[config.mk]
export PLATFORM = sky130hd
export DESIGN_NAME = med_pred_dp
export DESIGN_NICKNAME = d
export VERILOG_FILES = /design/src/rtl/med_pkg.sv /design/src/rtl/med_pred_dp.sv
export SDC_FILE = /design/constraint.sdc
export NUM_CORES = 1
export LEC_CHECK = 0
export ABC_CLOCK_PERIOD_IN_PS = 8600
export BUFFER_PORTS_ARGS = -buffer_cell sky130_fd_sc_hd__buf_2
export CELL_PAD_IN_SITES_DETAIL_PLACEMENT = 2
export CELL_PAD_IN_SITES_GLOBAL_PLACEMENT = 2
export CORE_MARGIN = 2
export CORE_UTILIZATION = 29
export DETAILED_ROUTE_END_ITERATION = 8
export PLACE_DENSITY_LB_ADDON = 0.1
export SLEW_MARGIN = 20
export SYNTH_ARGS = -nofsm -noshare
export SYNTH_HDL_FRONTEND = slang
export SYNTH_SLANG_ARGS = --single-unit
[constraint.sdc]
create_clock -name vclk -period 8.6
set_input_delay 1.72 -clock vclk [all_inputs]
set_output_delay 1.72 -clock vclk [all_outputs]
set_load 0.05 [all_outputs]
[src/rtl/med_pkg.sv]
// ----------------------------------------------------------------------------
// med_pkg
// Shared types, constants and the median edge prediction function of the
// predictive pixel codec.
// ----------------------------------------------------------------------------
package med_pkg;

  localparam int unsigned MAX_WIDTH_DEF = 4096;

  localparam int unsigned CFG_DATA_W = 13;
  localparam int unsigned CFG_IDX_W  = 1;

  localparam logic [CFG_IDX_W-1:0]  REG_MODE  = 1'b0;
  localparam logic [CFG_IDX_W-1:0]  REG_WIDTH = 1'b1;

  localparam logic                  MODE_ENCODE = 1'b0;
  localparam logic                  MODE_DECODE = 1'b1;

  localparam logic [CFG_DATA_W-1:0] WIDTH_RESET = 13'd256;

  localparam logic [7:0]            ALPHA_ENCODE = 8'h00;
  localparam logic [7:0]            ALPHA_DECODE = 8'hFF;

  typedef struct packed {
    logic       start_of_image;
    logic [7:0] in_red;
    logic [7:0] in_green;
    logic [7:0] in_blue;
  } pixel_in_t;

  typedef struct packed {
    logic [7:0] out_red;
    logic [7:0] out_green;
    logic [7:0] out_blue;
    logic [7:0] out_alpha;
  } pixel_out_t;

  typedef struct packed {
    logic [7:0] red;
    logic [7:0] green;
    logic [7:0] blue;
  } rgb_t;

  function automatic logic [7:0] med_pred(input logic [7:0] a, input logic [7:0] b,
                                          input logic [7:0] c);
    logic [7:0] lo;
    logic [7:0] hi;
    lo = (a < b) ? a : b;
    hi = (a < b) ? b : a;
    if (c > hi) begin
      med_pred = lo;
    end else if (c < lo) begin
      med_pred = hi;
    end else begin
      med_pred = a + b - c;
    end
  endfunction

endpackage

[src/rtl/med_pred_dp.sv]
// ----------------------------------------------------------------------------
// med_pred_dp
// Per-channel median edge prediction followed by residual forming (encode)
// or reconstruction (decode).
// ----------------------------------------------------------------------------
module med_pred_dp (
  input  med_pkg::pixel_in_t  pix,
  input  med_pkg::rgb_t       left,
  input  med_pkg::rgb_t       top,
  input  med_pkg::rgb_t       upper_left,
  input  logic                mode,
  output med_pkg::pixel_out_t result,
  output med_pkg::rgb_t       recon
);

  med_pkg::rgb_t pred;
  med_pkg::rgb_t sum;
  med_pkg::rgb_t diff;

  always_comb begin
    pred.red   = med_pkg::med_pred(left.red,   top.red,   upper_left.red);
    pred.green = med_pkg::med_pred(left.green, top.green, upper_left.green);
    pred.blue  = med_pkg::med_pred(left.blue,  top.blue,  upper_left.blue);

    sum.red    = pix.in_red   + pred.red;
    sum.green  = pix.in_green + pred.green;
    sum.blue   = pix.in_blue  + pred.blue;
    diff.red   = pix.in_red   - pred.red;
    diff.green = pix.in_green - pred.green;
    diff.blue  = pix.in_blue  - pred.blue;

    if (mode == med_pkg::MODE_DECODE) begin
      result.out_red   = sum.red;
      result.out_green = sum.green;
      result.out_blue  = sum.blue;
      result.out_alpha = med_pkg::ALPHA_DECODE;
      recon            = sum;
    end else begin
      result.out_red   = diff.red;
      result.out_green = diff.green;
      result.out_blue  = diff.blue;
      result.out_alpha = med_pkg::ALPHA_ENCODE;
      recon.red        = pix.in_red;
      recon.green      = pix.in_green;
      recon.blue       = pix.in_blue;
    end
  end

endmodule

==> results by group <==
Outcome
  – Status: finished clean

Die
  – Area of the die: roughly 24000 um2
  – Core area: around 22000 um2
  – Initial core utilization: 0.296
  – Die X: 154 um
  – Site row count: 54
  – Num ports: roughly 150
  – Die Ht: 154 um

Worst setup path
  – Delay of the slowest critical-path stage: between 300 and 400 ps
  – Most common cell on crit path: buf_4
  – Critical Path End Type: primary output
  – Critical path type: primary input to primary output
  – WP buf/inv: 8
  – CP arrival: slightly below 7000 ps
  – Setup crit end: recon[22]
  – Maximum fanout along the worst path: 9
  – WP data required: just under 7000 ps
  – Worst path depth: 28
  – Setup crit start: top[18]
  – Family with the most delay on the worst path: compound AO/OA/AOI/OAI gates
  – CP Launch Type: primary input
  – Slowest cell on crit path: fa_2

Routing
  – Via count: approximately 7500
  – Via-to-Cell Ratio: roughly 5
  – Pre-antenna DRT Iters: 4
  – Post-DRT Antenna Nets: 0
  – WL final: around 27 mm
  – WL per Instance: approximately 18 um
  – DRC Markers: 0
  – Iteration-0 DRC Markers: 193

Synthesis
  – Yosys cell types: 62
  – Syn. warnings: 0
  – Sequential area share after synthesis: 0
  – Commonest cells in the netlist: ha_1, inv_1, a21oi_1, nor2_1, xnor2_1
  – Synth top area cells: ha_1, fa_1, a21oi_1
  – Mean Syn Cell Area: around 7.4 um2
  – Syn nets: 1145
  – Synth Area in Simple Gates: 0.125
  – Area leader, netlist: ha_1
  – Mux contribution to synthesized area: 0.0904
  – Synth Area in Compound Gates: 0.251
  – Post-synthesis adder-cell area fraction: 0.350
  – Count leader, synth: ha_1
  – Cells after Synth: a little under 900
  – Cell area after synthesis: ~6500 um2
  – XOR/XNOR share of the synthesized area: 0.0861
  – Largest family of logic cells by synthesized area: adder cells
  – Post-synth top area share: 0.267

Cells and area
  – Util after Layout: 0.452
  – Share of layout cells above drive strength 1: 0.437
  – Multi-input gate area: approximately 6600 um2
  – Finished Cell Area: about 9900 um2
  – Synth-to-Final Area Change: 52.5%
  – Register Area: 0 um2
  – CLK BUF: 0
  – Fill cells: around 2600
  – Nets@finish: roughly 1500
  – Sequential cell count: 0

Timing
  – Fmax: between 0.1 and 0.15 GHz
  – Final max-slew violation count: 0
  – Count of final hold-check violations: 0
  – Worst hold slack: about 3800 ps
  – Min Tclk post-route: ~8500 ps
  – Setup violations, final: 0
  – Final worst setup slack: 120 ps
  – RSZ-0062 raised after global routing: yes
  – Slew @ Worst Pin: around 1000 ps
  – Final cycle utilization of the critical path: 0.986
  – Slew headroom: 0.331

Pwr
  – Cell area power density: about 250 nW/um2
  – Lkg Pwr: 5.17 nW
  – Worst vdd ir: between 0.2 and 0.25 mV
  – Total power: around 2.5 mW

Global route
  – Largest net degree at the start of global routing: 56
  – Total GRT Usage: 0.203
  – Vias in the first global route: roughly 8000
  – First-pass GRT wire length: roughly 40 mm
  – Initial antenna violation count: 1
  – Overflow after GRT: 0

Worst hold path
  – Worst hold-check path type: primary input to primary output
  – Worst hold path depth: 3

Placement
  – Area after DPL: between 8000 and 9000 um2
  – Pre-CTS setup slack: -437 ps
  – GPL Wtd Cong: approximately 0.8
  – Port-buffer cells: approximately 150
  – Hpwl dp: 21.6 mm

Run
  – Max-cap violations: 0
-- through the flow --
stage,cells,setup TNS (ps)
2_1_floorplan,881,-31.9
3_3_place_gp,1465,-1550
3_5_place_dp,1465,-3790
4_1_cts,1473,0
5_1_grt,1491,-893
6_report,1492,0
-- layout make-up --
type	instances	area share
Antenna cell	1	0.000252
Inverter	124	0.0469
Multi-Input combinational cell	722	0.665
Tap cell	280	0.0353
Timing Repair Buffer	365	0.253
-- how the worst min path moves through the flow --
stage | startpoint | endpoint | slack (ps)
finish | pix[7] | recon[7] | 3810
global route | pix[7] | recon[7] | 3830
CTS | pix[7] | recon[7] | 3820
detailed placement | pix[7] | recon[7] | 3830
global placement | pix[7] | recon[7] | 3830
floorplan | mode | result[0] | 3610
-- timing repair --
action | in CTS | in global routing
hold buffers | 0 | 0
endpoints found under the setup margin | 20 | 25
buffers inserted | 8 | 15
gates resized for setup | 60 | 114
pin swaps | 15 | 50
gates cloned | 0 | 3
-- report_power, final --
group	internal, mW	total, mW	switching (mW)
Combinational	0.996	2.47	1.47
Clock	0.0000000155	0.0000000155	0
Sequential	0	0	0
Total	0.996	2.47	1.47
-- per-layer routing --
metal / track usage / wire [um] / vias to the layer above / share of wire
li1: - / - / 3696 / -
met1: 0.262 / 11700 / 3662 / 0.44
met2: 0.387 / 13900 / 114 / 0.52
met3: 0.00874 / 726 / 15 / 0.027
met4: 0.0200 / 293 / 0 / 0.011
met5: 0 / 0 / - / 0
-- cell usage in the layout, fill, tap and decap left out, drive strengths merged, types with 3 or more instances in the layout --
cell and instances:
xor2 9, o21a 9, a2111oi 7, or3 5, nor2 94, o41ai 3, fa 27, o221a 3
and4 4, a21o 23, o21bai 18, and2 4, nand2 47, o211a 4, buf 362, nand3 7
ha 139, inv 124, nand2b 5, mux2 22, nor3 4, nand4 4, o21ai 49, xnor2 55
mux2i 34, a21oi 102, and3 3, nor2b 4, clkbuf 3, a211oi 4, o211ai 8
-- cells by family (layout without fill, tap and decap cells) --
family,Yosys count,count (layout)
compound gates,251,251
other cells,0,1
simple gates,185,185
fa+ha+maj,166,166
mux,56,56
buf+inv,159,489
xor+xnor,64,64
Power figures use the tool's default switching activity.
